## src/rtl/lss_pkg.sv

```systemverilog
// ----------------------------------------------------------------------------
// lss_pkg
// Shared types, codes and constants of the led strip effect sequencer.
// ----------------------------------------------------------------------------
package lss_pkg;

    localparam int MAX_PIXELS = 1024;

    // the strip never runs longer than the 10-bit pixel index can address
    localparam logic [10:0] STRIP_LIMIT = 11'((MAX_PIXELS > 1024) ? 1024 : MAX_PIXELS);

    localparam logic [9:0]  RAMP_FLOOR = 10'd5;
    localparam logic [9:0]  STEP_MAX   = 10'h3FF;
    localparam logic [15:0] TICK_MAX   = 16'hFFFF;

    // register indexes on the configuration port
    localparam logic [2:0] REG_POWER_ON        = 3'd0;
    localparam logic [2:0] REG_EFFECT_MODE     = 3'd1;
    localparam logic [2:0] REG_FX_COLOR        = 3'd2;
    localparam logic [2:0] REG_STEP_PERIOD     = 3'd3;
    localparam logic [2:0] REG_LIGHT_THRESHOLD = 3'd4;
    localparam logic [2:0] REG_BRIGHTNESS      = 3'd5;
    localparam logic [2:0] REG_PIXEL_COUNT     = 3'd6;

    // effect modes
    localparam logic [1:0] MODE_STILL     = 2'd0;
    localparam logic [1:0] MODE_BREATHING = 2'd1;
    localparam logic [1:0] MODE_CIRCLING  = 2'd2;

    // strip commands
    localparam logic [2:0] ACT_NONE       = 3'd0;
    localparam logic [2:0] ACT_CLEAR      = 3'd1;
    localparam logic [2:0] ACT_SHOW       = 3'd2;
    localparam logic [2:0] ACT_FILL       = 3'd3;
    localparam logic [2:0] ACT_SET_PIXEL  = 3'd4;

    typedef struct packed {
        logic        power_on;
        logic [1:0]  effect_mode;
        logic [31:0] fx_color;
        logic [7:0]  step_period;
        logic [11:0] light_threshold;
        logic [7:0]  brightness;
        logic [10:0] pixel_count;
    } cfg_t;

    typedef struct packed {
        logic [2:0]  action;
        logic [7:0]  level;
        logic [31:0] pixel_color;
        logic [9:0]  pixel_index;
    } result_t;

endpackage

```

## src/rtl/lss_cfg_regs.sv

```systemverilog
// ----------------------------------------------------------------------------
// lss_cfg_regs
// Configuration register file, written through the cfg channel.
// ----------------------------------------------------------------------------
module lss_cfg_regs
    import lss_pkg::*;
(
    input  logic        aclk,
    input  logic        aresetn,
    input  logic        wr_en,
    input  logic [2:0]  wr_index,
    input  logic [31:0] wr_data,
    output cfg_t        cfg,
    output logic        mode_wr
);

    cfg_t cfg_reg;
    cfg_t cfg_next;

    always_comb begin
        cfg_next = cfg_reg;
        mode_wr  = 1'b0;
        if (wr_en) begin
            unique case (wr_index)
                REG_POWER_ON:        cfg_next.power_on        = wr_data[0];
                REG_EFFECT_MODE: begin
                    cfg_next.effect_mode = wr_data[1:0];
                    mode_wr              = 1'b1;
                end
                REG_FX_COLOR:        cfg_next.fx_color        = wr_data;
                REG_STEP_PERIOD:     cfg_next.step_period     = wr_data[7:0];
                REG_LIGHT_THRESHOLD: cfg_next.light_threshold = wr_data[11:0];
                REG_BRIGHTNESS:      cfg_next.brightness      = wr_data[7:0];
                REG_PIXEL_COUNT:     cfg_next.pixel_count     = wr_data[10:0];
                default: ;
            endcase
        end
    end

    always_ff @(posedge aclk) begin
        if (!aresetn) begin
            cfg_reg.power_on        <= 1'b0;
            cfg_reg.effect_mode     <= MODE_STILL;
            cfg_reg.fx_color        <= 32'd0;
            cfg_reg.step_period     <= 8'd200;
            cfg_reg.light_threshold <= 12'd0;
            cfg_reg.brightness      <= 8'd50;
            cfg_reg.pixel_count     <= 11'd60;
        end else begin
            cfg_reg <= cfg_next;
        end
    end

    assign cfg = cfg_reg;

endmodule

```

## src/rtl/lss_effect_core.sv

```systemverilog
// ----------------------------------------------------------------------------
// lss_effect_core
// Effect state and the per-tick command decision.
// ----------------------------------------------------------------------------
module lss_effect_core
    import lss_pkg::*;
(
    input  logic        aclk,
    input  logic        aresetn,
    input  cfg_t        cfg,
    input  logic        mode_wr,
    input  logic        tick,
    input  logic [11:0] ambient,
    output result_t     result
);

    logic        lit_reg, lit_next;
    logic [9:0]  step_reg, step_next;
    logic        falling_reg, falling_next;
    logic [15:0] ticks_reg, ticks_next;

    logic [15:0] ticks_inc;
    logic        due;
    logic        above;
    logic [10:0] strip_len;
    logic [9:0]  circ_pos;

    always_comb begin
        ticks_inc = (ticks_reg < TICK_MAX) ? ticks_reg + 16'd1 : ticks_reg;
        due       = ticks_inc > {8'd0, cfg.step_period};
        above     = ambient > cfg.light_threshold;

        if (cfg.pixel_count == 11'd0) begin
            strip_len = 11'd1;
        end else if (cfg.pixel_count > STRIP_LIMIT) begin
            strip_len = STRIP_LIMIT;
        end else begin
            strip_len = cfg.pixel_count;
        end
        circ_pos = ({1'b0, step_reg} >= strip_len) ? 10'd0 : step_reg;
    end

    always_comb begin
        lit_next     = lit_reg;
        step_next    = step_reg;
        falling_next = falling_reg;
        ticks_next   = ticks_reg;
        result       = '0;

        if (tick) begin
            ticks_next = ticks_inc;
            if (!cfg.power_on) begin
                result.action = ACT_CLEAR;
            end else if (!above && lit_reg) begin
                lit_next      = 1'b0;
                result.action = ACT_CLEAR;
            end else if (above || lit_reg) begin
                lit_next = 1'b1;
                case (cfg.effect_mode)
                    MODE_BREATHING: begin
                        if (due) begin
                            if (!falling_reg && step_reg >= {2'd0, cfg.brightness}) begin
                                falling_next = 1'b1;
                            end else if (falling_reg && step_reg < RAMP_FLOOR) begin
                                falling_next = 1'b0;
                            end
                            result.action      = ACT_FILL;
                            result.level       = (step_reg > 10'd255) ? 8'd255 : step_reg[7:0];
                            result.pixel_color = cfg.fx_color;
                            if (!falling_next) begin
                                if (step_reg < STEP_MAX) step_next = step_reg + 10'd1;
                            end else if (step_reg != 10'd0) begin
                                step_next = step_reg - 10'd1;
                            end
                            ticks_next = 16'd0;
                        end
                    end
                    MODE_CIRCLING: begin
                        if (due) begin
                            result.action      = ACT_SET_PIXEL;
                            result.level       = cfg.brightness;
                            result.pixel_color = cfg.fx_color;
                            result.pixel_index = circ_pos;
                            step_next          = circ_pos + 10'd1;
                            ticks_next         = 16'd0;
                        end
                    end
                    default: begin
                        // still mode, unused mode code behaves the same
                        result.action = ACT_SHOW;
                        result.level  = cfg.brightness;
                    end
                endcase
            end
        end

        // mode writes must come only while idle so they never meet a tick; the block does not enforce this
        if (mode_wr) begin
            step_next    = 10'd0;
            falling_next = 1'b0;
        end
    end

    always_ff @(posedge aclk) begin
        if (!aresetn) begin
            lit_reg     <= 1'b0;
            step_reg    <= 10'd0;
            falling_reg <= 1'b0;
            ticks_reg   <= 16'd0;
        end else begin
            lit_reg     <= lit_next;
            step_reg    <= step_next;
            falling_reg <= falling_next;
            ticks_reg   <= ticks_next;
        end
    end

endmodule

```

## src/rtl/led_strip_effect_sequencer.sv

```systemverilog
// ----------------------------------------------------------------------------
// led_strip_effect_sequencer
// One strip command per millisecond light sample: none, clear, show, breathing
// fill or circling pixel, following power, darkness threshold and effect mode.
// ----------------------------------------------------------------------------
// datapath: an accepted input item is held in the input register, and its result
// is loaded into the result register when it fires; a stall on m_ready holds both
// throughput: one item per cycle unless m_ready stalls the output; the effect state
// updates on the edge that loads the result register from the input register
// reset: synchronous active-low aresetn clears both pipeline stages and the
// effect state and loads the register defaults; no clearing pass
module led_strip_effect_sequencer
    import lss_pkg::*;
(
    input  logic        aclk,
    input  logic        aresetn,

    input  logic        s_valid,
    output logic        s_ready,
    input  logic [11:0] s_ambient,

    output logic        m_valid,
    input  logic        m_ready,
    output logic [2:0]  m_action,
    output logic [7:0]  m_level,
    output logic [31:0] m_pixel_color,
    output logic [9:0]  m_pixel_index,

    input  logic        cfg_valid,
    output logic        cfg_ready,
    input  logic [2:0]  cfg_index,
    input  logic [31:0] cfg_data
);

    cfg_t        cfg;
    logic        mode_wr;
    result_t     result;

    logic        in_valid_reg;
    logic [11:0] in_level_reg;
    logic        out_valid_reg;
    result_t     out_reg;

    logic        stall;
    logic        fire;

    assign stall     = out_valid_reg && !m_ready;
    assign fire      = in_valid_reg && !stall;
    assign s_ready   = !in_valid_reg || !stall;
    assign cfg_ready = 1'b1;

    lss_cfg_regs u_cfg_regs (
        .aclk     (aclk),
        .aresetn  (aresetn),
        .wr_en    (cfg_valid && cfg_ready),
        .wr_index (cfg_index),
        .wr_data  (cfg_data),
        .cfg      (cfg),
        .mode_wr  (mode_wr)
    );

    lss_effect_core u_core (
        .aclk        (aclk),
        .aresetn     (aresetn),
        .cfg         (cfg),
        .mode_wr     (mode_wr),
        .tick        (fire),
        .ambient     (in_level_reg),
        .result      (result)
    );

    always_ff @(posedge aclk) begin
        if (!aresetn) begin
            in_valid_reg  <= 1'b0;
            out_valid_reg <= 1'b0;
        end else begin
            if (s_ready) in_valid_reg <= s_valid;
            if (!stall) out_valid_reg <= in_valid_reg;
        end
    end

    always_ff @(posedge aclk) begin
        if (s_valid && s_ready) in_level_reg <= s_ambient;
        if (fire) out_reg <= result;
    end

    assign m_valid       = out_valid_reg;
    assign m_action      = out_reg.action;
    assign m_level       = out_reg.level;
    assign m_pixel_color = out_reg.pixel_color;
    assign m_pixel_index = out_reg.pixel_index;

endmodule
```

## config.mk

```make
export PLATFORM = sky130hd
export DESIGN_NAME = led_strip_effect_sequencer
export DESIGN_NICKNAME = d
export VERILOG_FILES = /design/src/rtl/lss_pkg.sv /design/src/rtl/lss_cfg_regs.sv /design/src/rtl/lss_effect_core.sv /design/src/rtl/led_strip_effect_sequencer.sv
export SDC_FILE = /design/constraint.sdc
export NUM_CORES = 1
export LEC_CHECK = 0
export ABC_AREA = 1
export BUFFER_PORTS_ARGS = -buffer_cell sky130_fd_sc_hd__buf_2
export CAP_MARGIN = 0
export CORE_ASPECT_RATIO = 1.25
export CORE_UTILIZATION = 40
export DETAILED_ROUTE_END_ITERATION = 16
export GPL_TIMING_DRIVEN = 0
export SLEW_MARGIN = 20
export SYNTH_ARGS = -nofsm -noshare
export SYNTH_HDL_FRONTEND = slang
export SYNTH_HIERARCHICAL = 1
export SYNTH_SLANG_ARGS = --single-unit
```

## constraint.sdc

```tcl
create_clock -name aclk -period 8.1 [get_ports aclk]
set_input_delay 0.405 -clock aclk [delete_from_list [all_inputs] [get_ports aclk]]
set_output_delay 0.405 -clock aclk [all_outputs]
set_load 0.05 [all_outputs]
```

After elaboration in Yosys (flattened, before gate mapping)
Index checks and enable logic that the tools add are counted.
{"block": "op_classes", "add_sub_neg": 4, "mul": 0, "div_mod_pow": 0, "order_cmp": 9, "n_eq_ne": 12, "n_shift": 0, "n_mux": 34, "bitwise": 6, "reduce_logical": 33}
{"operator": "$mux 16", "count": 6}
{"operator": "$mux 10", "count": 7}
{"operator": "$pmux 32 s2", "count": 1}
{"operator": "$mux 53", "count": 1}
{"operator": "$mux 51", "count": 1}
{"operator": "$mux 42", "count": 1}
{"operator": "$mux 11", "count": 2}
{"operator": "$pmux 11 s2", "count": 1}
{"operator": "$add 10x1->10 const B", "count": 2}
{"operator": "$pmux 10 s2", "count": 1}
{"operator": "$add 16x1->16 const B", "count": 1}
{"operator": "$gt 16x8->1", "count": 1}
{"operator": "$lt 16x16->1 const B", "count": 1}
{"operator": "$reduce_and 2->1", "count": 7}
{"operator": "$gt 12x12->1", "count": 1}
{"operator": "$mux 1", "count": 12}
{"operator": "$ge 10x11->1", "count": 1}
{"operator": "$gt 11x11->1 const B", "count": 1}
{"operator": "$logic_not 11->1", "count": 1}
{"operator": "$ge 10x8->1", "count": 1}
{"operator": "$gt 10x8->1 const B", "count": 1}
{"operator": "$lt 10x10->1 const B", "count": 1}
{"operator": "$lt 10x3->1 const B", "count": 1}
{"operator": "$reduce_bool 10->1", "count": 1}
{"operator": "22 further kinds", "count": 44}
{"block": "totals", "register_bits": 169, "latch_bits": 0, "mem_bits_rw": 0, "mem_bits_ro": 0, "inputBits": 52, "output_inout_bits": 56, "wordCells": 117, "n_memories": 0}

Logic depth before layout (Yosys ltp)
Gate-level depths: netlist (run 1).
{"block": "depth", "word_depth": 13, "ltp_mapped": 24, "ltp_nobuf": 23}

By module
The synthesis (run 1) kept the hierarchy.
{"module": "lss_effect_core", "instances": 1, "cells_each": 762, "area_per_inst_um2": 4331.7, "seq_area_each_um2": 560.5}
{"module": "lss_cfg_regs", "instances": 1, "cells_each": 441, "area_per_inst_um2": 2979.1, "seq_area_each_um2": 1481.4}
{"module": "led_strip_effect_sequencer", "instances": 1, "cells_each": 80, "area_per_inst_um2": 2058.2, "seq_area_each_um2": 1991.9}

Worst setup path after synthesis (run 1)
OpenSTA, ideal clock, no wires.
{"block": "synth_timing", "path_kind": "reg2reg", "from": "reg m_valid (netlist name)", "to": "reg out_reg, in the netlist m_pixel_color[10] (data pin)", "arrival_ns": 4.543, "setup_slack_ns": 3.428, "path_stages_with_launch": 8, "n_path_buf": 1, "path_cell_list": "dfxtp_1 -> a21oi_1 -> nand2_1 -> nor2_1 -> nand3_1 -> buf_2 -> nand3b_1 -> inv_1"}
{"element": "end signal, assigned", "line_no": "led_strip_effect_sequencer.sv:84", "text": "if (fire) out_reg <= result;"}
{"element": "end, declared", "line_no": "led_strip_effect_sequencer.sv:42", "text": "result_t out_reg;"}

Worst setup path in the final report (run 1)
{"block": "layout_timing", "from": "reg u_core.ticks_reg[0]", "to": "reg out_reg, in the netlist m_pixel_color[24] (data pin)"}
{"block": "layout_between", "elab_chain_len": 5, "word_cells_on_any_way": 7, "classes_between": "add/sub (1); order compare (2); mux (4)"}
{"element": "start, declared", "line_no": "lss_effect_core.sv:20", "text": "logic [15:0] ticks_reg, ticks_next;"}
{"element": "start signal, assigned", "line_no": "lss_effect_core.sv:114", "text": "ticks_reg <= ticks_next;"}
{"element": "$add 16x1->16 or $lt 16x16->1 (tied branches)", "line_no": "lss_effect_core.sv:29", "text": "ticks_inc = (ticks_reg < TICK_MAX) ? ticks_reg + 16'd1 : ticks_reg;"}
{"element": "$mux 16 *", "line_no": "lss_effect_core.sv:29"}
{"element": "$gt 16x8->1 *", "line_no": "lss_effect_core.sv:30", "text": "due = ticks_inc > {8'd0, cfg.step_period};"}
{"element": "$mux 53 or $mux 42 (tied branches)", "line_no": "lss_effect_core.sv:79, lss_effect_core.sv:61"}
{"element": "$pmux 32 s2 *", "line_no": "lss_effect_core.sv:59", "text": "case (cfg.effect_mode)"}
Mark *: on every way between the ends. The rest lies on a longest branch, timed or not.
A chain may end at the register's enable or synchronous reset.

==> results.cfg, run 1 <==
[sta]
finalSetupTns_ns = 0
holdWs_ns = 0.147
fin_crit_sh_pct = 47.3
worst_pin_slew_ns = 0.762
post-route-min-period_ns = 3.83
slew_viol_final = 0
worst_clock_skew_ns = 0.00859
rsz0062_at_grt = no
clock.fmax_mhz = 261
slew_headroom_pct = 49.1
finalSetupViolCount = 0
hold_viol = 0

[pwr]
combPwrFrac_pct = 9.9
ir_drop_mv = 0.143
intPower_mw = 1.45
switchingPower_mw = 0.490
p_leak_nw = 5.29
p_sw_share_pct = 25.3
power_frac_clock_pct = 42.4
power_density_mw_per_mm2 = 177
p_seq_share_pct = 47.6

[worst_setup_path]
worstPathArrival_ns = 4.02
critPathLaunchType = flop
crit_required_ns = 8.28
cp_max_fo = 10
reg2reg_depth = 20
end_kind = flop
criticalPathCategory = flop to flop

[logic_synthesis]
ys_seq_area_share_pct = 43.1
synth_top_area_share_pct = 22.2
yosys.area.top_type = dfxtp_1
synth_seq_cells = 169
syn_inst = 1283
syn-cell-area_mm2 = 0.00937
ys_top_cells_by_area = dfxtp_1 22%, edfxtp_1 21%, nand2_1 12%
synth-edff-count = 65
syn-mean-instance-area_um2 = 7.30
synthArstFlopShare_pct = 0
syn_nets = 1386
ys.flop_type = dfxtp_1
synthDistinctLibCells = 45
yosysWarnings = 6

[clock_network]
cts_tree = done
clock_latency_ns = 0.43
ctsHoldBuffers = 0
cts-root-buf = clkbuf_16
clock_path_buffers = 2
h-tree-depth = 4
clk_pin_slew_worst_paths_ns = 0.07
cts_setup_buffers = 0
clock-sinks = 169
numCtsBuffers = 17
cts_resized = 0

[place]
gp_routability_congestion = 0.884
hpwl_um = 18500
port_buffers = 106

[finish]
layout_commonest_cell = nand2_1
syn2layout_area_growth_pct = 16.6
layout.nets = 1513
drive_gt1_share_pct = 13.1
largest_reg_flops = 74
final_cell_mix = 295 x nand2_1, 224 x nor2_1, 173 x inv_1, 131 x nand3_1, 130 x buf_2

[detailed_routing]
drt_iter0_drc = 512
drt-met1-wl_um = 10700
met2_length_um = 11900
route.vias.total = 8471
avgRoutedWirePerCell_um = 14.2
vias_per_cell = 4.95
drtPass1Iterations = 7
met3_length_um = 979
dr.max_layer_used = met5
drc = 0
totalWireLength_um = 24300
ant_nets = 0

[floorplan]
io_pins = 108
num_rows = 62
start_util_pct = 40.8
die_h_um = 173
die-area_mm2 = 0.0240
fp.dieW_um = 139
design.core.area_mm2 = 0.0230

[global_route]
grt_max_degree = 26
antenna_found_initial = 2
grt_pass1_vias = 8133
grt-ovfl-total = 0
grt.total_usage_pct = 20.9
grt_pass1_wl_um = 39800

[worst_hold_path]
min_delay_path_depth = 1
hp-class = input port to flop

[job]
maxCapViolations = 0

[outcome]
status = completed
[logic make-up after synthesis]
logic type,after synthesis,share of synthesized area [%]
other,1,0.0400
buffers and inverters,228,9.62
flip-flops,169,43.1
AO/OA/AOI/OAI,87,5.03
AND/OR/NAND/NOR,739,34.6
XOR/XNOR,8,0.748
adder cells (fa/ha/maj),51,6.89
[worst paths after layout]
kind	from	to	slack (ns)
worst min register to register	u_cfg_regs/cfg[37]	u_cfg_regs/cfg[37]	0.46
worst min-delay path	s_ambient[2]	in_level_reg[2]	0.15
worst max register to register	u_core/ticks_reg[0]	m_pixel_color[24]	4.27
worst max-delay path	u_core/ticks_reg[0]	m_pixel_color[24]	4.27
[routing by layer]
layer / vias to the layer above / GRT usage (%)
met5: - / 0
met1: 3822 / 25.1
li1: 4367 / -
met4: 2 / 8.29
met3: 45 / 3.93
met2: 235 / 36.7
[synthesized netlist by cell type, types with 2 or more instances]
library cell	number
a21o_1	2
nor2_1	224
xnor2_1	5
nand4_1	21
a21boi_0	2
ha_1	50
inv_1	173
nand3b_1	35
nor4_1	2
nor3_1	12
nand2_2	2
buf_2	24
edfxtp_1	65
dfxtp_1	104
inv_2	4
buf_1	8
nor2_2	6
a21oi_1	56
clkinv_1	4
o211ai_1	2
or2_2	2
buf_4	2
o21ai_0	16
xor2_1	3
o21bai_1	3
nand3_1	131
o21a_1	2
nand2_1	295
clkbuf_1	12
[power by group through the flow]
stage          Combinational, mW  Clock (mW)  Sequential [mW]
2_1_floorplan             0.0952           0            0.975
3_3_place_gp               0.186           0            0.943
3_5_place_dp               0.192           0            0.941
4_1_cts                    0.193       0.842            0.923
5_1_grt                    0.213       0.875            0.925
6_report                   0.192       0.822            0.922
[stage by stage]
step                worst slack, ns  util, %  instance area (µm²)  total power, mW  cells
floorplan                      3.43        -                 9370             1.07   1283
global placement               1.07     44.7                10300             1.13   1677
CTS                            4.27     47.5                10900             1.96   1711
finish                         4.27     47.6                10900             1.94   1712
detailed placement             4.31     45.0                10300             1.13   1679
global route                   3.83     47.5                10900             2.01   1711
[critical path, stage by stage, from the launching register on]
cell,delay (ns)
dfxtp_1,0.37
ha_1,0.25
nand3_1,0.11
nor2_2,0.22
nand4_1,0.21
nand3_1,0.16
nor2_1,0.06
xnor2_1,0.21
inv_1,0.07
ha_1,0.27
nand2_1,0.04
nor2_1,0.12
nand4_1,0.09
nand2_1,0.12
nand2_1,0.10
nor3_4,0.20
nand3_4,0.18
nand3_1,0.31
buf_2,0.27
nand3b_1,0.15
inv_1,0.05
[final cells by class]
cell class	instances	area, µm²
multi-input cells	886	4450
diodes	1	2.50
clock inverters	9	114
fillers	2332	12000
repair buffers	108	586
clock buffers	23	478
well taps	288	360
flip-flops and latches	169	4030
inverters	181	679
plain buffers	47	221
Power figures use the tool's default switching activity.
==> run 2: changes to the inputs <==
--- a/config.mk
+++ b/config.mk
@@ -5,7 +5,7 @@
 export SDC_FILE = /design/constraint.sdc
 export NUM_CORES = 1
 export LEC_CHECK = 0
-export ABC_AREA = 1
+export ABC_AREA = 0
 export BUFFER_PORTS_ARGS = -buffer_cell sky130_fd_sc_hd__buf_2
 export CAP_MARGIN = 0
 export CORE_ASPECT_RATIO = 1.25
==> constraint.sdc (replaced) <==
create_clock -name aclk -period 3.4 [get_ports aclk]
set_input_delay 0.17 -clock aclk [delete_from_list [all_inputs] [get_ports aclk]]
set_output_delay 0.17 -clock aclk [all_outputs]
set_load 0.05 [all_outputs]
==> run 2 against run 1 <==
  * The flow now finishes with violations (negative setup slack)
  * Via count down 13%
  * Clock skew up 0.0052 ns
  * Final cell count down 19%
  * Sequential share of layout area down 2.5 points
  * Critical path depth down 6
  * Setup slack worse by 4.6 ns
  * Register-to-register slack worse by 4.6 ns
  * Critical path type unchanged
  * Largest power group unchanged
==> results.cfg, run 2 <==
[outcome]
status = finished with violations
violations = negative setup slack

[logic_synthesis]
synth_common_cells = 123 x nand2_1, 104 x dfxtp_1, 76 x mux2i_1, 65 x edfxtp_1, 50 x ha_1
syn_nets = 993
yosysMostFrequentCell = nand2_1
syn_inst = 890
yosysWarnings = 6
synth_top_area_share_pct = 23.6
ys_seq_area_share_pct = 45.6
synthDistinctLibCells = 73
synth-edff-count = 65
syn-mean-instance-area_um2 = 9.93
synth_seq_cells = 169
synthArstFlopShare_pct = 0
ys_top_cells_by_area = dfxtp_1 24%, edfxtp_1 22%, mux2i_1 8.6%
syn-cell-area_mm2 = 0.00884
yosys.area.top_type = dfxtp_1
ys.flop_type = dfxtp_1

[global_route]
grt_pass1_vias = 6951
grt.total_usage_pct = 20.4
grt_pass1_wl_um = 35700
grt-ovfl-total = 0
antenna_found_initial = 0
grt_max_degree = 26

[worst_setup_path]
crit_path_start = u_core/ticks_reg[10]
criticalPathCategory = flop to flop
r2r_setup_slack_ns = -0.38
worstPathArrival_ns = 3.97
cp_max_fo = 10
critPathLaunchType = flop
crit_required_ns = 3.59
end_kind = flop
r2r-start = u_core/ticks_reg[10]

[finish]
largest_reg_flops = 74
final_cell_mix = 121 x nand2_1, 112 x buf_2, 86 x dfxtp_1, 76 x mux2i_1, 65 x edfxtp_1
drive_gt1_share_pct = 31.1
fill_cells = 1946
layout_commonest_cell = nand2_1
final_util_pct = 54.6
layout.nets = 1192
diodes = 0
syn2layout_area_growth_pct = 33.6

[sta]
post-route-min-period_ns = 3.78
worst_pin_slew_ns = 1.12
clock.fmax_mhz = 265
hold_viol = 0
finalSetupTns_ns = -20.20
fin_crit_sh_pct = 111
finalSetupViolCount = 77
rsz0062_at_grt = yes
worst_clock_skew_ns = 0.0138
holdWs_ns = 0.0286
slew_headroom_pct = 25.1
layout_setup_ws_ns = -0.379
slew_viol_final = 0

[worst_hold_path]
min_from = cfg_data[2]
hp-class = input port to flop

[clock_network]
clk_pin_slew_worst_paths_ns = 0.07
h-tree-depth = 4
clock_latency_ns = 0.44
clock-sinks = 169
numCtsBuffers = 17
clock_path_buffers = 2
cts-root-buf = clkbuf_16
cts_tree = done

[detailed_routing]
route.vias.total = 7342
drtPass1Iterations = 5
ant_nets = 0
avgRoutedWirePerCell_um = 16.6
totalWireLength_um = 22900
drt_iter0_drc = 421
drc = 0
vias_per_cell = 5.32

[place]
gp_routability_congestion = 0.875
port_buffers = 102
hpwl_um = 15600

[floorplan]
design.core.area_mm2 = 0.0216
num_rows = 60
fp.dieW_um = 135
die_h_um = 168
start_util_pct = 40.9
die-area_mm2 = 0.0227
io_pins = 108

[pwr]
p_leak_nw = 4.88
ir_drop_mv = 0.351
power_density_mw_per_mm2 = 387

[job]
maxCapViolations = 0
[run 2: cell type report]
type	count	area, µm²	share of cell area, %
multi-input cells	635	5020	42.5
flip-flops and latches	169	4070	34.5
repair buffers	182	1270	10.7
clock buffers	17	425	3.60
well taps	279	349	2.96
plain buffers	44	332	2.81
clock inverters	15	193	1.63
inverters	40	150	1.27
[run 2: cells by family after synthesis]
kind of cell / synth area share [%]
XOR/XNOR: 1.49
other: 0.0424
flip-flops: 45.6
adder cells (fa/ha/maj): 7.30
multiplexers: 8.73
AND/OR/NAND/NOR: 20.6
buffers and inverters: 4.76
AO/OA/AOI/OAI: 11.5
[run 2: worst paths after layout]
kind | to | cells after the start
setup / recovery | m_pixel_color[23] | 14
setup reg to reg | m_pixel_color[23] | 14
hold reg to reg | u_cfg_regs/cfg[65] | 2
hold / removal | u_cfg_regs/cfg[2] | 3
[run 2: repair_timing]
action                     in CTS  in global routing
hold endpoints to repair       33                  0
setup endpoints to repair      80                 80
cloned                          2                  2
hold buffers                   33                  0
pin swaps                      45                 44
buffers inserted               22                 21
resized for setup              78                 97
[run 2: power by group]
part	internal, mW	switching (mW)	total (mW)	leakage (nW)
clock network	1.01	0.985	1.99	0.296
registers	2.14	0.0223	2.17	1.48
logic	0.150	0.265	0.415	3.10
total	3.30	1.27	4.57	4.88
[run 2: layer usage]
metal / vias to the layer above / part of all wire [%] / GRT usage, %
met5: - / 0 / 0
met2: 194 / 50 / 35.4
met4: 0 / 1.5 / 6.20
met3: 26 / 3.7 / 3.28
met1: 3503 / 45 / 25.7
li1: 3619 / - / -
[run 2: metrics by stage]
step / instances / total power, mW / worst slack [ns] / instance area [µm²]
final: 1381 / 4.57 / -0.379 / 11800
after CTS: 1361 / 4.61 / -0.304 / 11300
after floorplan: 890 / 2.46 / -0.187 / 8970
after global placement: 1271 / 2.58 / -0.977 / 9830
after global routing: 1381 / 4.74 / -0.462 / 11800
after detailed placement: 1273 / 2.59 / -0.930 / 9870
[run 2: worst max-delay path, cell delays in order (launching register included)]
cell and delay, ns:
dfxtp_1 0.32, clkbuf_8 0.16, nand3_4 0.09, or4_4 0.55
buf_8 0.15, mux2_4 0.31, ha_4 0.21, nor2b_1 0.12
o211ai_1 0.26, a21oi_4 0.11, or3_4 0.40, o31ai_4 0.36
nor3_4 0.16, buf_6 0.17, and2_4 0.15
